[config.mk]
export PLATFORM = sky130hd
export DESIGN_NAME = coap_message_parser_unit
export DESIGN_NICKNAME = d
export VERILOG_FILES = /design/src/sv/coapmp_pkg.sv /design/src/sv/coapmp_core.sv /design/src/sv/coap_message_parser_unit.sv
export VERILOG_INCLUDE_DIRS = /design/src /design/src/sv
export SDC_FILE = /design/constraint.sdc
export NUM_CORES = 1
export LEC_CHECK = 0
export BUFFER_PORTS_ARGS = -buffer_cell sky130_fd_sc_hd__buf_4
export CAP_MARGIN = 20
export CORE_UTILIZATION = 54
export DETAILED_ROUTE_END_ITERATION = 10
export HOLD_SLACK_MARGIN = 0.08
export PLACE_DENSITY = 0.85
export SKIP_CTS_REPAIR_TIMING = 1
export SLEW_MARGIN = 20
export SYNTH_ARGS = -nofsm -noshare
export SYNTH_HDL_FRONTEND = slang
export SYNTH_HIERARCHICAL = 1
export SYNTH_SLANG_ARGS = --single-unit
[constraint.sdc]
create_clock -name clock -period 4 [get_ports clock]
set_clock_uncertainty 0.2 [all_clocks]
set_input_delay 0.2 -clock clock [delete_from_list [all_inputs] [get_ports clock]]
set_output_delay 0.2 -clock clock [all_outputs]
set_load 0.02 [all_outputs]
[src/sv/assert_macros.svh]
// Assertion macros shared by the message parser RTL.
// Depends on nothing; each user supplies its clock and reset names.
`ifndef ASSERT_MACROS_SVH
`define ASSERT_MACROS_SVH

// Check a property on every rising clock edge outside of reset.
`define ASSERT_CLK(label, clk, rst, prop, msg) \
   label: assert property (@(posedge clk) disable iff (rst) prop) else $error(msg);

// Check that a condition never holds on a rising clock edge outside of reset.
`define ASSERT_NEVER(label, clk, rst, cond, msg) \
   label: assert property (@(posedge clk) disable iff (rst) !(cond)) else $error(msg);

`endif

[src/sv/coapmp_pkg.sv]
// Shared types and codes for the CoAP message parser.
// Used by coapmp_core and coap_message_parser_unit; depends on nothing.
package coapmp_pkg;

   // Role of each byte of the datagram
   localparam logic [2:0] KIND_HEADER  = 3'd0;
   localparam logic [2:0] KIND_TOKEN   = 3'd1;
   localparam logic [2:0] KIND_OPT_HD  = 3'd2;
   localparam logic [2:0] KIND_OPT_EXT = 3'd3;
   localparam logic [2:0] KIND_VALUE   = 3'd4;
   localparam logic [2:0] KIND_MARKER  = 3'd5;
   localparam logic [2:0] KIND_PAYLOAD = 3'd6;
   localparam logic [2:0] KIND_IGNORED = 3'd7;

   // Status codes, first error of the datagram wins
   localparam logic [2:0] STAT_OK        = 3'd0;
   localparam logic [2:0] STAT_SHORT     = 3'd1;
   localparam logic [2:0] STAT_VERSION   = 3'd2;
   localparam logic [2:0] STAT_TOKEN_LEN = 3'd3;
   localparam logic [2:0] STAT_NIBBLE    = 3'd4;
   localparam logic [2:0] STAT_TRUNC     = 3'd5;
   localparam logic [2:0] STAT_OVERFLOW  = 3'd6;

   // Protocol constants
   localparam logic [7:0]  PAYLOAD_MARKER = 8'hFF;
   localparam logic [1:0]  COAP_VERSION   = 2'd1;
   localparam logic [3:0]  MAX_TOKEN_LEN  = 4'd8;
   localparam logic [3:0]  NIB_EXT8       = 4'd13;
   localparam logic [3:0]  NIB_EXT16      = 4'd14;
   localparam logic [3:0]  NIB_RESERVED   = 4'd15;
   localparam logic [16:0] EXT8_BIAS      = 17'd13;
   localparam logic [16:0] EXT16_BIAS     = 17'd269;
   localparam logic [15:0] URI_PATH_OPT   = 16'd11;

   // One result per request byte
   typedef struct packed {
      logic [2:0]  item_kind;
      logic [7:0]  data_out;
      logic [15:0] option_number;
      logic        value_first;
      logic        is_uri_path;
      logic [1:0]  msg_type;
      logic [3:0]  token_length;
      logic [7:0]  method_code;
      logic [15:0] message_id;
      logic        message_done;
      logic [2:0]  status;
   } result_type;

endpackage

[src/sv/coapmp_core.sv]
// Byte-level decoder for the CoAP message parser: parse state and result logic.
// Depends on coapmp_pkg and assert_macros.svh.
`include "assert_macros.svh"

module coapmp_core
   import coapmp_pkg::*;
(
   input  logic       clock,
   input  logic       reset,
   input  logic       step,        // request accepted this cycle
   input  logic [7:0] data_byte,
   input  logic       last_byte,
   output result_type result      // result for the byte at the input
);

   typedef enum logic [2:0] {
      PH_HEADER, PH_TOKEN, PH_OPT_HEAD, PH_DLT_EXT,
      PH_LEN_EXT, PH_VALUE, PH_PAYLOAD, PH_ERROR
   } phase_type;

   typedef struct packed {
      phase_type   phase;
      logic [1:0]  hdr_count;
      logic [1:0]  msg_type;
      logic [3:0]  token_len;
      logic [7:0]  code;
      logic [15:0] msg_id;
      logic [3:0]  token_left;
      logic [15:0] run_opt;
      logic [3:0]  len_nib;
      logic [7:0]  ext_acc;
      logic [1:0]  ext_left;
      logic        ext_wide;
      logic [16:0] value_left;
      logic        first_pending;
      logic [2:0]  err;
   } state_type;

   localparam state_type STATE_RESET = '{
      phase: PH_HEADER, hdr_count: 2'd0, msg_type: 2'd0, token_len: 4'd0,
      code: 8'd0, msg_id: 16'd0, token_left: 4'd0, run_opt: 16'd0,
      len_nib: 4'd0, ext_acc: 8'd0, ext_left: 2'd0, ext_wide: 1'b0,
      value_left: 17'd0, first_pending: 1'b0, err: STAT_OK};

   state_type   state_ff, state_in;
   logic        ext_done;
   logic [16:0] ext_val;
   logic [16:0] delta_val;
   logic [17:0] opt_sum;
   logic        opt_over;
   logic        do_delta, do_length;
   logic [16:0] length_val;
   logic [2:0]  kind;
   logic        vfirst, uri;

   // Extension byte value and running option sum
   assign ext_done  = !(state_ff.ext_wide && (state_ff.ext_left == 2'd2));
   assign ext_val   = state_ff.ext_wide ? (EXT16_BIAS + {1'b0, state_ff.ext_acc, data_byte})
                                        : (EXT8_BIAS + {9'd0, data_byte});
   assign delta_val = (state_ff.phase == PH_OPT_HEAD) ? {13'd0, data_byte[7:4]} : ext_val;
   assign opt_sum   = {2'b00, state_ff.run_opt} + {1'b0, delta_val};
   assign opt_over  = (opt_sum[17:16] != 2'b00);

   // Decode one byte
   always_comb begin
      state_in   = state_ff;
      kind       = KIND_IGNORED;
      vfirst     = 1'b0;
      uri        = 1'b0;
      do_delta   = 1'b0;
      do_length  = 1'b0;
      length_val = {13'd0, state_ff.len_nib};

      unique case (state_ff.phase)
         PH_HEADER: begin
            kind = KIND_HEADER;
            unique case (state_ff.hdr_count)
               2'd0: begin
                  state_in.msg_type  = data_byte[5:4];
                  state_in.token_len = data_byte[3:0];
                  state_in.code      = 8'd0;
                  state_in.msg_id    = 16'd0;
                  state_in.hdr_count = 2'd1;
                  if (data_byte[7:6] != COAP_VERSION) begin
                     state_in.err   = STAT_VERSION;
                     state_in.phase = PH_ERROR;
                  end else if (data_byte[3:0] > MAX_TOKEN_LEN) begin
                     state_in.err   = STAT_TOKEN_LEN;
                     state_in.phase = PH_ERROR;
                  end
               end
               2'd1: begin
                  state_in.code      = data_byte;
                  state_in.hdr_count = 2'd2;
               end
               2'd2: begin
                  state_in.msg_id    = {8'd0, data_byte};
                  state_in.hdr_count = 2'd3;
               end
               default: begin
                  state_in.msg_id     = {state_ff.msg_id[7:0], data_byte};
                  state_in.hdr_count  = 2'd0;
                  state_in.token_left = state_ff.token_len;
                  state_in.phase      = (state_ff.token_len != 4'd0) ? PH_TOKEN
                                                                    : PH_OPT_HEAD;
               end
            endcase
         end
         PH_TOKEN: begin
            kind = KIND_TOKEN;
            state_in.token_left = state_ff.token_left - 4'd1;
            if (state_in.token_left == 4'd0) state_in.phase = PH_OPT_HEAD;
         end
         PH_OPT_HEAD: begin
            if (data_byte == PAYLOAD_MARKER) begin
               kind           = KIND_MARKER;
               state_in.phase = PH_PAYLOAD;
            end else begin
               kind = KIND_OPT_HD;
               if (data_byte[7:4] == NIB_RESERVED || data_byte[3:0] == NIB_RESERVED) begin
                  state_in.err   = STAT_NIBBLE;
                  state_in.phase = PH_ERROR;
               end else begin
                  state_in.len_nib = data_byte[3:0];
                  if (data_byte[7:4] < NIB_EXT8) begin
                     do_delta = 1'b1;
                  end else begin
                     state_in.phase    = PH_DLT_EXT;
                     state_in.ext_wide = (data_byte[7:4] == NIB_EXT16);
                     state_in.ext_left = (data_byte[7:4] == NIB_EXT16) ? 2'd2 : 2'd1;
                     state_in.ext_acc  = 8'd0;
                  end
               end
            end
         end
         PH_DLT_EXT, PH_LEN_EXT: begin
            kind = KIND_OPT_EXT;
            if (!ext_done) begin
               state_in.ext_acc  = data_byte;
               state_in.ext_left = 2'd1;
            end else begin
               state_in.ext_left = 2'd0;
               if (state_ff.ext_wide) state_in.ext_acc = data_byte;
               if (state_ff.phase == PH_DLT_EXT) begin
                  do_delta = 1'b1;
               end else begin
                  do_length  = 1'b1;
                  length_val = ext_val;
               end
            end
         end
         PH_VALUE: begin
            kind   = KIND_VALUE;
            uri    = (state_ff.run_opt == URI_PATH_OPT);
            vfirst = state_ff.first_pending;
            state_in.first_pending = 1'b0;
            state_in.value_left    = state_ff.value_left - 17'd1;
            if (state_in.value_left == 17'd0) state_in.phase = PH_OPT_HEAD;
         end
         PH_PAYLOAD: kind = KIND_PAYLOAD;
         default:    kind = KIND_IGNORED;
      endcase

      // Add the delta, then take the length from the nibble or its extension
      if (do_delta) begin
         if (opt_over) begin
            state_in.err   = STAT_OVERFLOW;
            state_in.phase = PH_ERROR;
         end else begin
            state_in.run_opt = opt_sum[15:0];
            if (state_in.len_nib < NIB_EXT8) begin
               do_length  = 1'b1;
               length_val = {13'd0, state_in.len_nib};
            end else begin
               state_in.phase    = PH_LEN_EXT;
               state_in.ext_wide = (state_in.len_nib == NIB_EXT16);
               state_in.ext_left = (state_in.len_nib == NIB_EXT16) ? 2'd2 : 2'd1;
               state_in.ext_acc  = 8'd0;
            end
         end
      end
      if (do_length) begin
         state_in.value_left    = length_val;
         state_in.first_pending = 1'b1;
         state_in.phase         = (length_val != 17'd0) ? PH_VALUE : PH_OPT_HEAD;
      end

      // Flag a datagram that ends early
      if (last_byte && state_in.err == STAT_OK) begin
         if (state_in.phase == PH_HEADER || state_in.phase == PH_TOKEN)
            state_in.err = STAT_SHORT;
         else if (state_in.phase == PH_DLT_EXT || state_in.phase == PH_LEN_EXT ||
                  state_in.phase == PH_VALUE)
            state_in.err = STAT_TRUNC;
      end
   end

   // Assemble the result
   always_comb begin
      result.item_kind     = kind;
      result.data_out      = data_byte;
      result.option_number = (kind == KIND_OPT_HD || kind == KIND_OPT_EXT ||
                              kind == KIND_VALUE) ? state_in.run_opt : 16'd0;
      result.value_first   = vfirst;
      result.is_uri_path   = uri;
      result.msg_type      = state_in.msg_type;
      result.token_length  = state_in.token_len;
      result.method_code   = state_in.code;
      result.message_id    = state_in.msg_id;
      result.message_done  = last_byte;
      result.status        = state_in.err;
   end

   // Advance on each request, back to reset after the final byte
   always_ff @(posedge clock) begin
      if (reset) begin
         state_ff <= STATE_RESET;
      end else if (step) begin
         state_ff <= last_byte ? STATE_RESET : state_in;
      end
   end

   `ASSERT_CLK(a_last_clears, clock, reset,
      step && last_byte |=> state_ff.phase == PH_HEADER && state_ff.err == STAT_OK,
      "state not cleared after final byte")
   `ASSERT_CLK(a_err_sticks, clock, reset,
      state_ff.phase == PH_ERROR |-> state_ff.err != STAT_OK,
      "error phase without error code")
endmodule

[src/sv/coap_message_parser_unit.sv]
// CoAP message parser, top level: stream ports and result register.
// Depends on coapmp_pkg, coapmp_core and assert_macros.svh.
//
// Takes one datagram byte per request and returns one result per byte, in the
// cycle after the byte is accepted. A new byte is taken every cycle while the
// result side keeps up: the only storage between the two sides is the result
// register, which loads a new result in the same cycle that the old one is
// taken. Each byte's header, token and option decode is done in one pass
// through the decoder between the parse state and that register.
`include "assert_macros.svh"

module coap_message_parser_unit
   import coapmp_pkg::*;
(
   input  logic        clock,
   input  logic        reset,
   input  logic        req_tvalid,
   output logic        req_tready,
   input  logic [7:0]  req_tdata,   // [7:0] data_byte
   input  logic        req_tlast,   // last_byte
   output logic        rsp_tvalid,
   input  logic        rsp_tready,
   output logic [63:0] rsp_tdata,   // [7:0] data_out, [23:8] option_number,
                                    // [24] value_first, [25] is_uri_path,
                                    // [27:26] msg_type, [31:28] token_length,
                                    // [39:32] method_code, [55:40] message_id,
                                    // [58:56] status, [63:59] zero
   output logic [2:0]  rsp_tuser,   // [2:0] item_kind
   output logic        rsp_tlast    // message_done
);

   logic       rsp_valid_ff;
   result_type rsp_data_ff;
   result_type core_result;
   logic       accept;

   // Take a request whenever the result register is free or being drained
   assign req_tready = !rsp_valid_ff || rsp_tready;
   assign accept     = req_tvalid && req_tready;

   coapmp_core u_core (
      .clock     (clock),
      .reset     (reset),
      .step      (accept),
      .data_byte (req_tdata),
      .last_byte (req_tlast),
      .result    (core_result)
   );

   // Hold the result until it is taken
   always_ff @(posedge clock) begin
      if (reset) begin
         rsp_valid_ff <= 1'b0;
      end else if (accept) begin
         rsp_valid_ff <= 1'b1;
      end else if (rsp_tready) begin
         rsp_valid_ff <= 1'b0;
      end
   end

   always_ff @(posedge clock) begin
      if (accept) begin
         rsp_data_ff <= core_result;
      end
   end

   // Pack the result onto the stream
   assign rsp_tvalid = rsp_valid_ff;
   assign rsp_tuser  = rsp_data_ff.item_kind;
   assign rsp_tlast  = rsp_data_ff.message_done;
   assign rsp_tdata  = {5'd0, rsp_data_ff.status, rsp_data_ff.message_id,
                        rsp_data_ff.method_code, rsp_data_ff.token_length,
                        rsp_data_ff.msg_type, rsp_data_ff.is_uri_path,
                        rsp_data_ff.value_first, rsp_data_ff.option_number,
                        rsp_data_ff.data_out};

   `ASSERT_CLK(a_first_is_value, clock, reset,
      rsp_tvalid && rsp_data_ff.value_first |-> rsp_tuser == KIND_VALUE,
      "value_first on a non-value byte")
   `ASSERT_CLK(a_ignored_has_err, clock, reset,
      rsp_tvalid && rsp_tuser == KIND_IGNORED |-> rsp_data_ff.status != STAT_OK,
      "ignored byte without error status")
   `ASSERT_NEVER(a_uri_number, clock, reset,
      rsp_tvalid && rsp_data_ff.is_uri_path && rsp_data_ff.option_number != URI_PATH_OPT,
      "URI-Path flag on wrong option")
endmodule

; ---- Word-level counts from Yosys, hierarchy flattened
; Cells that the tools add are included.
[word_totals]
register_bits = 155
input_bits = 13
output_inout_bits = 70
wordCells = 164
[op_classes]
addsub = 5
magnitude_cmp = 3
n_eq_ne = 24
muxes = 75
reduce_logical = 30
[ops]
columns = cell, n
row1 = 17-bit 2-to-1 mux, 8
row2 = 91-bit 2-to-1 mux, 1
row3 = 3-bit 2-to-1 mux, 23
row4 = 16-bit one-hot mux with 3 select lines, 1
row5 = 11-bit 2-to-1 mux, 4
row6 = 18-bit 2-to-1 mux, 2
row7 = 16-bit 2-to-1 mux, 2
row8 = 32-bit 2-to-1 mux, 1
row9 = 15-bit 2-to-1 mux, 2
row10 = 10-bit one-hot mux with 2 select lines, 1
row11 = 16-bit by 17-bit adder with 18-bit output, 1
row12 = "3-bit == test, second input constant", 6
row13 = 3-bit one-hot mux with 6 select lines, 1
row14 = "9-bit by 16-bit adder with 17-bit output, first input constant", 1
row15 = 17-bit zero test, 1
row16 = 17-bit nonzero test, 1
row17 = "17-bit by 1-bit subtractor with 17-bit output, second input constant", 1
row18 = "16-bit by 4-bit == test with 1-bit output, second input constant", 1
row19 = "4-bit == test, second input constant", 4
row20 = 8-bit one-hot mux with 2 select lines, 1
row21 = "3-bit by 2-bit == test with 1-bit output, second input constant", 5
row22 = 1-bit 2-to-1 mux, 14
row23 = 3-bit one-hot mux with 2 select lines, 2
row24 = 3-bit one-hot mux with 4 select lines, 1
row25 = other kinds (31), 52

; ---- Longest topological paths before layout
; Gate-level depths: netlist of run 1.
[depth]
word_depth = 20
mapped_depth = 19
mapped_depth_nobuf = 17

; ---- Modules after synthesis
; Netlist of run 1, hierarchy kept.
[modules_own_cells]
columns = module, instances, cells_per_inst, area_each_um2, seq_area_each_um2
row1 = coapmp_core, 1, 922, 6889.1, 1821.7
row2 = coap_message_parser_unit, 1, 74, 1988.2, 1911.8

; ---- Worst setup path after synthesis of run 1
; No wires, ideal clock.
[synth_timing]
path_type = register to register
startpoint = reg u_core/state_ff[88] in the netlist's numbering
endpoint = reg rsp_data_ff, in the netlist rsp_tdata[58] (data pin)
setup_ns = 0.256
arrival_time_ns = 3.555
required_ns = 3.544
slack_ns = -0.011
path_stages_with_launch = 19
n_path_buf = 2
period_less_slack_ns = 4.011
path_cell_list = dfxtp_1 -> clkbuf_1 -> nor2_1 -> nand2_1 -> clkbuf_1 -> nor2_1 -> a21oi_1 -> ha_1 -> inv_1 -> fa_1 -> nand2b_1 -> a21oi_1 -> o211ai_1 -> o21ai_1 -> mux2i_1 -> nor2_1 -> a21o_1 -> mux2_4 -> a41o_1
[synth_rtl]
columns = element, line
row1 = from (decl), coapmp_core.sv:45  ; state_type state_ff, state_in;
row2 = from (signal assigned), coapmp_core.sv:219  ; state_ff <= last_byte ? STATE_RESET : state_in;
row3 = to (signal assigned), coap_message_parser_unit.sv:63  ; rsp_data_ff <= core_result;
row4 = to (decl), coap_message_parser_unit.sv:33  ; result_type rsp_data_ff;

==> results of run 1 <==
-- cell type report --
cell class	count	area share (%)
multi-input combinational	733	44.1
sequential	155	34.9
timing repair buffer	165	12.0
clock buffer	17	3.97
tap	216	2.52
clock inverter	15	1.64
inverter	27	0.946
-- placed cells by master (no fill, tap or decap), types with 10 or more instances in the layout --
cell type      netlist  final
a21oi_1             59     57
a22o_1              33     33
a22oi_1             52     52
a31oi_1             10     10
buf_4               16    151
clkbuf_16            0     17
dfxtp_1             92     91
dlygate4sd3_1        0     12
edfxtp_1            63     63
ha_1                26     26
inv_1               27     27
nand2_1             78     77
nand3_1             14     14
nand4_1             13     13
nor2_1             149    145
nor3_1              17     17
nor4_1              10     10
o21ai_0             29     29
o21ai_1             14     13
o22ai_1             15     14
xnor2_1             23     23
xor2_1              17     17
-- flip-flops by register name, indices dropped and copies added, names as in the netlist --
register         flops
rsp_tdata           59
rsp_tuser            3
rsp_tlast            1
rsp_tvalid           1
u_core/state_ff     91
-- routing by layer --
| layer | wire [µm] | vias to the layer above | part of all wire, % | track usage, % |
|---|---|---|---|---|
| met1 | 11000 | 3946 | 43 | 41.2 |
| li1 | - | 3862 | - | - |
| met2 | 11700 | 508 | 46 | 46.9 |
| met5 | 0 | - | 0 | 0 |
| met4 | 621 | 0 | 2.4 | 11.1 |
| met3 | 2310 | 60 | 9.0 | 4.72 |
-- worst reg2reg max path: cells and delay by family, from the launching register on --
kind,cells,cell delay [ps]
buffers and inverters,1,50
and+or+nand+nor,4,580
muxes,2,600
AOI/OAI and AO/OA,6,1300
adders and majority gates,2,560
DFF,1,320
-- worst max path at each step --
stage / start / end / slack, ps / cells after the start
5_1_grt: u_core/state_ff[90] / u_core/state_ff[4] / -2 / 16
6_report: u_core/state_ff[90] / rsp_tdata[58] / 140 / 15
2_1_floorplan: u_core/state_ff[88] / rsp_tdata[58] / 8 / 18
4_1_cts: u_core/state_ff[90] / u_core/state_ff[12] / -0.5 / 15
3_3_place_gp: req_tdata[0] / rsp_tdata[58] / -30 / 17
3_5_place_dp: req_tdata[0] / rsp_tdata[58] / -100 / 17
-- power breakdown --
part,total [mW],switching [mW],internal (mW)
sequential,1.76,0.0434,1.72
combinational,0.936,0.575,0.361
clock,1.63,0.738,0.893
total,4.33,1.36,2.97
-- cell families after synthesis --
logic type / count (synthesis) / share of synthesized area (%)
AND/OR/NAND/NOR: 345 / 18.8
other: 1 / 0.0422
adder cells (fa/ha/maj): 27 / 3.89
multiplexers: 19 / 2.31
AO/OA/AOI/OAI: 297 / 23.2
flip-flops: 155 / 42.1
buffers and inverters: 112 / 5.71
XOR/XNOR: 40 / 3.95
-- synthesized netlist by cell type (all sizes together), types with 6 or more instances --
| cell type | count | area, µm² |
|---|---|---|
| nor2 | 150 | 566 |
| dfxtp | 92 | 1840 |
| nand2 | 78 | 293 |
| edfxtp | 63 | 1890 |
| a21oi | 60 | 304 |
| a22oi | 52 | 390 |
| clkbuf | 50 | 188 |
| o21ai | 45 | 233 |
| buf | 35 | 218 |
| a22o | 33 | 289 |
| inv | 27 | 101 |
| ha | 26 | 325 |
| xnor2 | 23 | 201 |
| nor3 | 21 | 125 |
| xor2 | 17 | 149 |
| o22ai | 15 | 93.8 |
| nand3 | 14 | 70.1 |
| nand4 | 14 | 93.8 |
| nor4 | 12 | 105 |
| a31oi | 10 | 62.6 |
| mux2i | 10 | 100 |
| a21o | 9 | 67.6 |
| a2bb2oi | 9 | 78.8 |
| mux2 | 9 | 105 |
| nor2b | 9 | 56.3 |
| o211ai | 9 | 67.6 |
| and2 | 8 | 52.6 |
| nand2b | 8 | 65.1 |
| a211oi | 7 | 57.6 |
| o32ai | 7 | 61.3 |
| nand3b | 6 | 45.0 |
-- metrics by stage --
| step | power, mW | hold WS (ps) |
|---|---|---|
| floorplan | 2.41 | 62.4 |
| global placement | 2.66 | 222 |
| detailed placement | 2.68 | 224 |
| CTS | 4.29 | -221 |
| global route | 4.47 | 105 |
| finish | 4.33 | 96.0 |
==> results.sh, run 1 <==
export IMPL_ir_drop_uv=302
export IMPL_drt_initial_drc_count=1111
export IMPL_status="completed"
export IMPL_worstHoldStart="req_tdata[5]"
export IMPL_async_flop_share_pct=0
export IMPL_path_max_fanout=4
export IMPL_syn_inst=996
export IMPL_critical_path_class="reg -> reg"
export IMPL_placed_area_um2=9910
export IMPL_io_buffers=77
export IMPL_design_core_area_um2=15900
export IMPL_final_cell_area_um2=10700
export IMPL_rows=46
export IMPL_final_layout_size_suffix_gt1_share_pct=20.5
export IMPL_maxCapViolCount=0
export IMPL_cp_end_kind="register"
export IMPL_cp_arrival_ps=3850
export IMPL_seq_area_frac_synth_pct=42.1
export IMPL_die_area_um2=17000
export IMPL_place_congestion=0.976
export IMPL_firstDrtPassIters=6
export IMPL_worstPathBufferInverterCount=1
export IMPL_pwr_density_cell_nw_per_um2=404
export IMPL_period_minus_slack_ps=3860
export IMPL_yosys_warnings=6
export IMPL_reg2reg_from="u_core/state_ff[90]"
export IMPL_maxSlewHeadroom_pct=41.0
export IMPL_p_leak_nw=4.19
export IMPL_grt_usage_pct=29.8
export IMPL_fp_dieW_um=130
export IMPL_r2r_end="rsp_tdata[58]"
export IMPL_hold_violations=0
export IMPL_path_clk_slew_ps=70
export IMPL_slowest_stage="fa_1"
export IMPL_multi_input_area_um2=4720
export IMPL_die_h_um=130
export IMPL_diodes=0
export IMPL_h_tree_depth=4
export IMPL_fillerInstances=1184
export IMPL_hpwl_mm=16.9
export IMPL_ys_types=77
export IMPL_critPathMaxStageDelay_ps=370
export IMPL_r2r_setup_slack_ps=140
export IMPL_timing_final_ws_setup_ps=144
export IMPL_worstPathCellList="nor2_2, nand2_1, a21oi_1, ha_1, inv_1, fa_1, nand2b_1, a21oi_1, o211ai_1, o21ai_2, mux2i_2, nor2_2, a21o_1, mux2_4, a41o_1"
export IMPL_worst_hold_path_type="in -> reg"
export IMPL_overflow=0
export IMPL_dp_cells=1282
export IMPL_syn_area_um2=8880
export IMPL_ys_flop_type="dfxtp_1"
export IMPL_worst_slew_pin_slew_ps=879
export IMPL_ioPinCount=83
export IMPL_synth_edff_count=63
export IMPL_first_global_vias=7501
export IMPL_dp_worst_setup_slack_ps=-96.3
export IMPL_critical_path_required_ps=3990
export IMPL_drc=0
export IMPL_post_synth_cell_area_avg_um2=8.91
export IMPL_cts_buffers=17
export IMPL_clkSinkCount=155
export IMPL_clock_path_buffers=2
export IMPL_hold_depth=3
export IMPL_clkLatencyLatePin_ps=440
export IMPL_antenna_found_initial=0
export IMPL_fin_setup_tns_ps=0
export IMPL_fin_util_pct=67.2
export IMPL_drv_slew=0
export IMPL_ctsRootBufferMaster="clkbuf_16"
export IMPL_area_growth_synth_to_final_pct=20.7
export IMPL_routed_via_count=8376
export IMPL_initial_core_util_pct=55.7
export IMPL_worstHoldEndpoint="u_core/state_ff[29]"
export IMPL_crit_family="compound AO/OA/AOI/OAI gates"
export IMPL_routed_wirelength_mm=25.6
export IMPL_synth_seq_cells=155
export IMPL_grt_pass1_wl_mm=39.2
export IMPL_fmax_mhz=259
export IMPL_fin_cells=1328
export IMPL_viasPerCell=6.31
export IMPL_start_kind="register"
export IMPL_seq_area_um2=3730
export IMPL_cts_tree="yes"
export IMPL_fin_crit_sh_pct=96.4
export IMPL_grt_max_degree=68
export IMPL_worst_r2r_cell_count=15
export IMPL_nNetsFinal=1139
export IMPL_drtAntennaViolNets=0
export IMPL_wire_per_inst_um=19.3
export IMPL_setup_viol=0
(Power assumes the default switching activity.)
==> inputs of run 2 (changes only) <==
--- a/config.mk
+++ b/config.mk
@@ -8,7 +8,9 @@
 export LEC_CHECK = 0
 export BUFFER_PORTS_ARGS = -buffer_cell sky130_fd_sc_hd__buf_4
 export CAP_MARGIN = 20
-export CORE_UTILIZATION = 54
+export CELL_PAD_IN_SITES_DETAIL_PLACEMENT = 1
+export CELL_PAD_IN_SITES_GLOBAL_PLACEMENT = 1
+export CORE_UTILIZATION = 42
 export DETAILED_ROUTE_END_ITERATION = 10
 export HOLD_SLACK_MARGIN = 0.08
 export PLACE_DENSITY = 0.85
==> run 2 against run 1 <==
Net effect:
- fmax down 3.0%
- largest cell class unchanged
- setup slack worse by 120 ps
- final cell count up 4.7%
- largest power group unchanged
==> results.sh, run 2 (same netlist as run 1, synthesis figures left out) <==
export IMPL_grt_pass1_wl_mm=47.7
export IMPL_fp_dieW_um=147
export IMPL_busiest_layer="met2"
export IMPL_power_total_mw=4.41
export IMPL_design_core_area_um2=20500
export IMPL_maxCapViolCount=0
export IMPL_die_h_um=147
export IMPL_worstPathCellList="nor2_2, nand2_2, buf_6, nor2_1, a21oi_1, ha_1, buf_4, o211ai_1, a21oi_2, o211ai_1, o21ai_2, mux2_2, buf_4, a31oi_2, buf_4, a21o_1, a21oi_1, o32ai_1"
export IMPL_routed_via_count=8765
export IMPL_clkLatencyLatePin_ps=430
export IMPL_p_leak_nw=4.25
export IMPL_final_cell_mix="154 x buf_4, 145 x nor2_1, 87 x dfxtp_1"
export IMPL_drt_initial_drc_count=813
export IMPL_clkSinkCount=155
export IMPL_critical_path_class="reg -> reg"
export IMPL_pwr_density_cell_nw_per_um2=402
export IMPL_path_clk_slew_ps=70
export IMPL_rows=52
export IMPL_grtUsageMet3_pct=6.23
export IMPL_die_area_um2=21700
export IMPL_place_congestion=0.927
export IMPL_critical_path_required_ps=4060
export IMPL_mostFrequentLayoutCell="buf_4"
export IMPL_initial_core_util_pct=43.3
export IMPL_antenna_found_initial=0
export IMPL_fin_cells=1391
export IMPL_slowest_stage="dfxtp_2"
export IMPL_grt_use_met2_pct=45.3
export IMPL_hold_violations=0
export IMPL_drv_slew=0
export IMPL_final_layout_size_suffix_gt1_share_pct=22.1
export IMPL_io_buffers=77
export IMPL_maxSlewHeadroom_pct=33.2
export IMPL_fmax_mhz=251
export IMPL_cts_tree="yes"
export IMPL_firstDrtPassIters=5
export IMPL_clock_path_buffers=2
export IMPL_largest_register="u_core/state_ff"
export IMPL_diodes=0
export IMPL_drc=0
export IMPL_period_minus_slack_ps=3980
export IMPL_ir_drop_uv=275
export IMPL_first_global_vias=8757
export IMPL_setup_viol=0
export IMPL_start_kind="register"
export IMPL_nNetsFinal=1148
export IMPL_hpwl_mm=20.7
export IMPL_viasPerCell=6.30
export IMPL_routed_wirelength_mm=31.7
export IMPL_path_max_fanout=10
export IMPL_grt_usage_pct=28.0
export IMPL_status="completed"
export IMPL_worst_slew_pin_slew_ps=1000
export IMPL_drtAntennaViolNets=0
export IMPL_pwr_share_seq_pct=40.1
export IMPL_worst_hold_path_type="in -> reg"
export IMPL_grt_max_degree=88
export IMPL_wire_per_inst_um=22.8
export IMPL_h_tree_depth=4
export IMPL_combPwrFrac_pct=22.9
export IMPL_cp_arrival_ps=4030
export IMPL_fin_util_pct=53.4
export IMPL_final_cell_area_um2=10900
export IMPL_overflow=0
export IMPL_switchingPower_mw=1.47
export IMPL_power_share_clock_pct=37.1
export IMPL_dp_cells=1342
export IMPL_power_internal_mw=2.94
export IMPL_area_growth_synth_to_final_pct=23.3
export IMPL_placed_area_um2=10000
export IMPL_largest_register_ffs=91
export IMPL_ctsRootBufferMaster="clkbuf_16"
export IMPL_grt_util_met1_pct=36.1
export IMPL_ioPinCount=83
export IMPL_cp_end_kind="register"
export IMPL_crit_top_cell="buf_4"
export IMPL_fin_setup_tns_ps=0
export IMPL_cts_buffers=17
export IMPL_critPathMaxStageDelay_ps=380
export IMPL_switching_share_pct=33.3
export IMPL_fin_crit_sh_pct=99.4
[run 2: power by group through the flow]
stage               Sequential (mW)  Combinational [mW]  Clock [mW]
global route                   1.77                1.07        1.72
floorplan                      1.83               0.579           0
global placement               1.79               0.908           0
detailed placement             1.80               0.931           0
CTS                            1.76               0.949        1.66
finish                         1.76                1.01        1.63
[run 2: path summary, 6_finish.rpt]
path / endpoint / slack, ps / from / cells past startpoint
worst max-delay path: u_core/state_ff[12] / 20 / u_core/state_ff[88] / 18
worst min-delay path: rsp_tdata[46] / 110 / req_tdata[6] / 3
worst max register to register: u_core/state_ff[12] / 20 / u_core/state_ff[88] / 18
worst min register to register: u_core/state_ff[1] / 290 / u_core/state_ff[1] / 2
[run 2: final cells by class]
| class | instances | area (µm²) |
|---|---|---|
| clock buffer | 17 | 425 |
| tap | 270 | 338 |
| sequential | 155 | 3740 |
| clock inverter | 15 | 176 |
| fill | 2333 | 9550 |
| timing repair buffer | 174 | 1390 |
| inverter | 27 | 101 |
| multi-input combinational | 733 | 4780 |
[run 2: critical path, delay by kind of cell (launching register included)]
kind | cells | cell delay (ps)
AOI/OAI and AO/OA | 9 | 1660
buffers and inverters | 4 | 690
muxes | 1 | 280
DFF | 1 | 380
adders and majority gates | 1 | 340
and+or+nand+nor | 3 | 230
[run 2: metrics by stage]
step / hold WS [ps] / setup WS [ps]
global route: 110 / -94.3
global placement: 246 / -106
CTS: -199 / -135
floorplan: 62.4 / 8.35
detailed placement: 258 / -305
finish: 113 / 23.4
[run 2: routing by layer]
| metal | part of all wire [%] | wire length (µm) |
|---|---|---|
| met5 | 0 | 0 |
| met4 | 3.1 | 993 |
| met2 | 47 | 15000 |
| met3 | 7.0 | 2220 |
| met1 | 43 | 13500 |
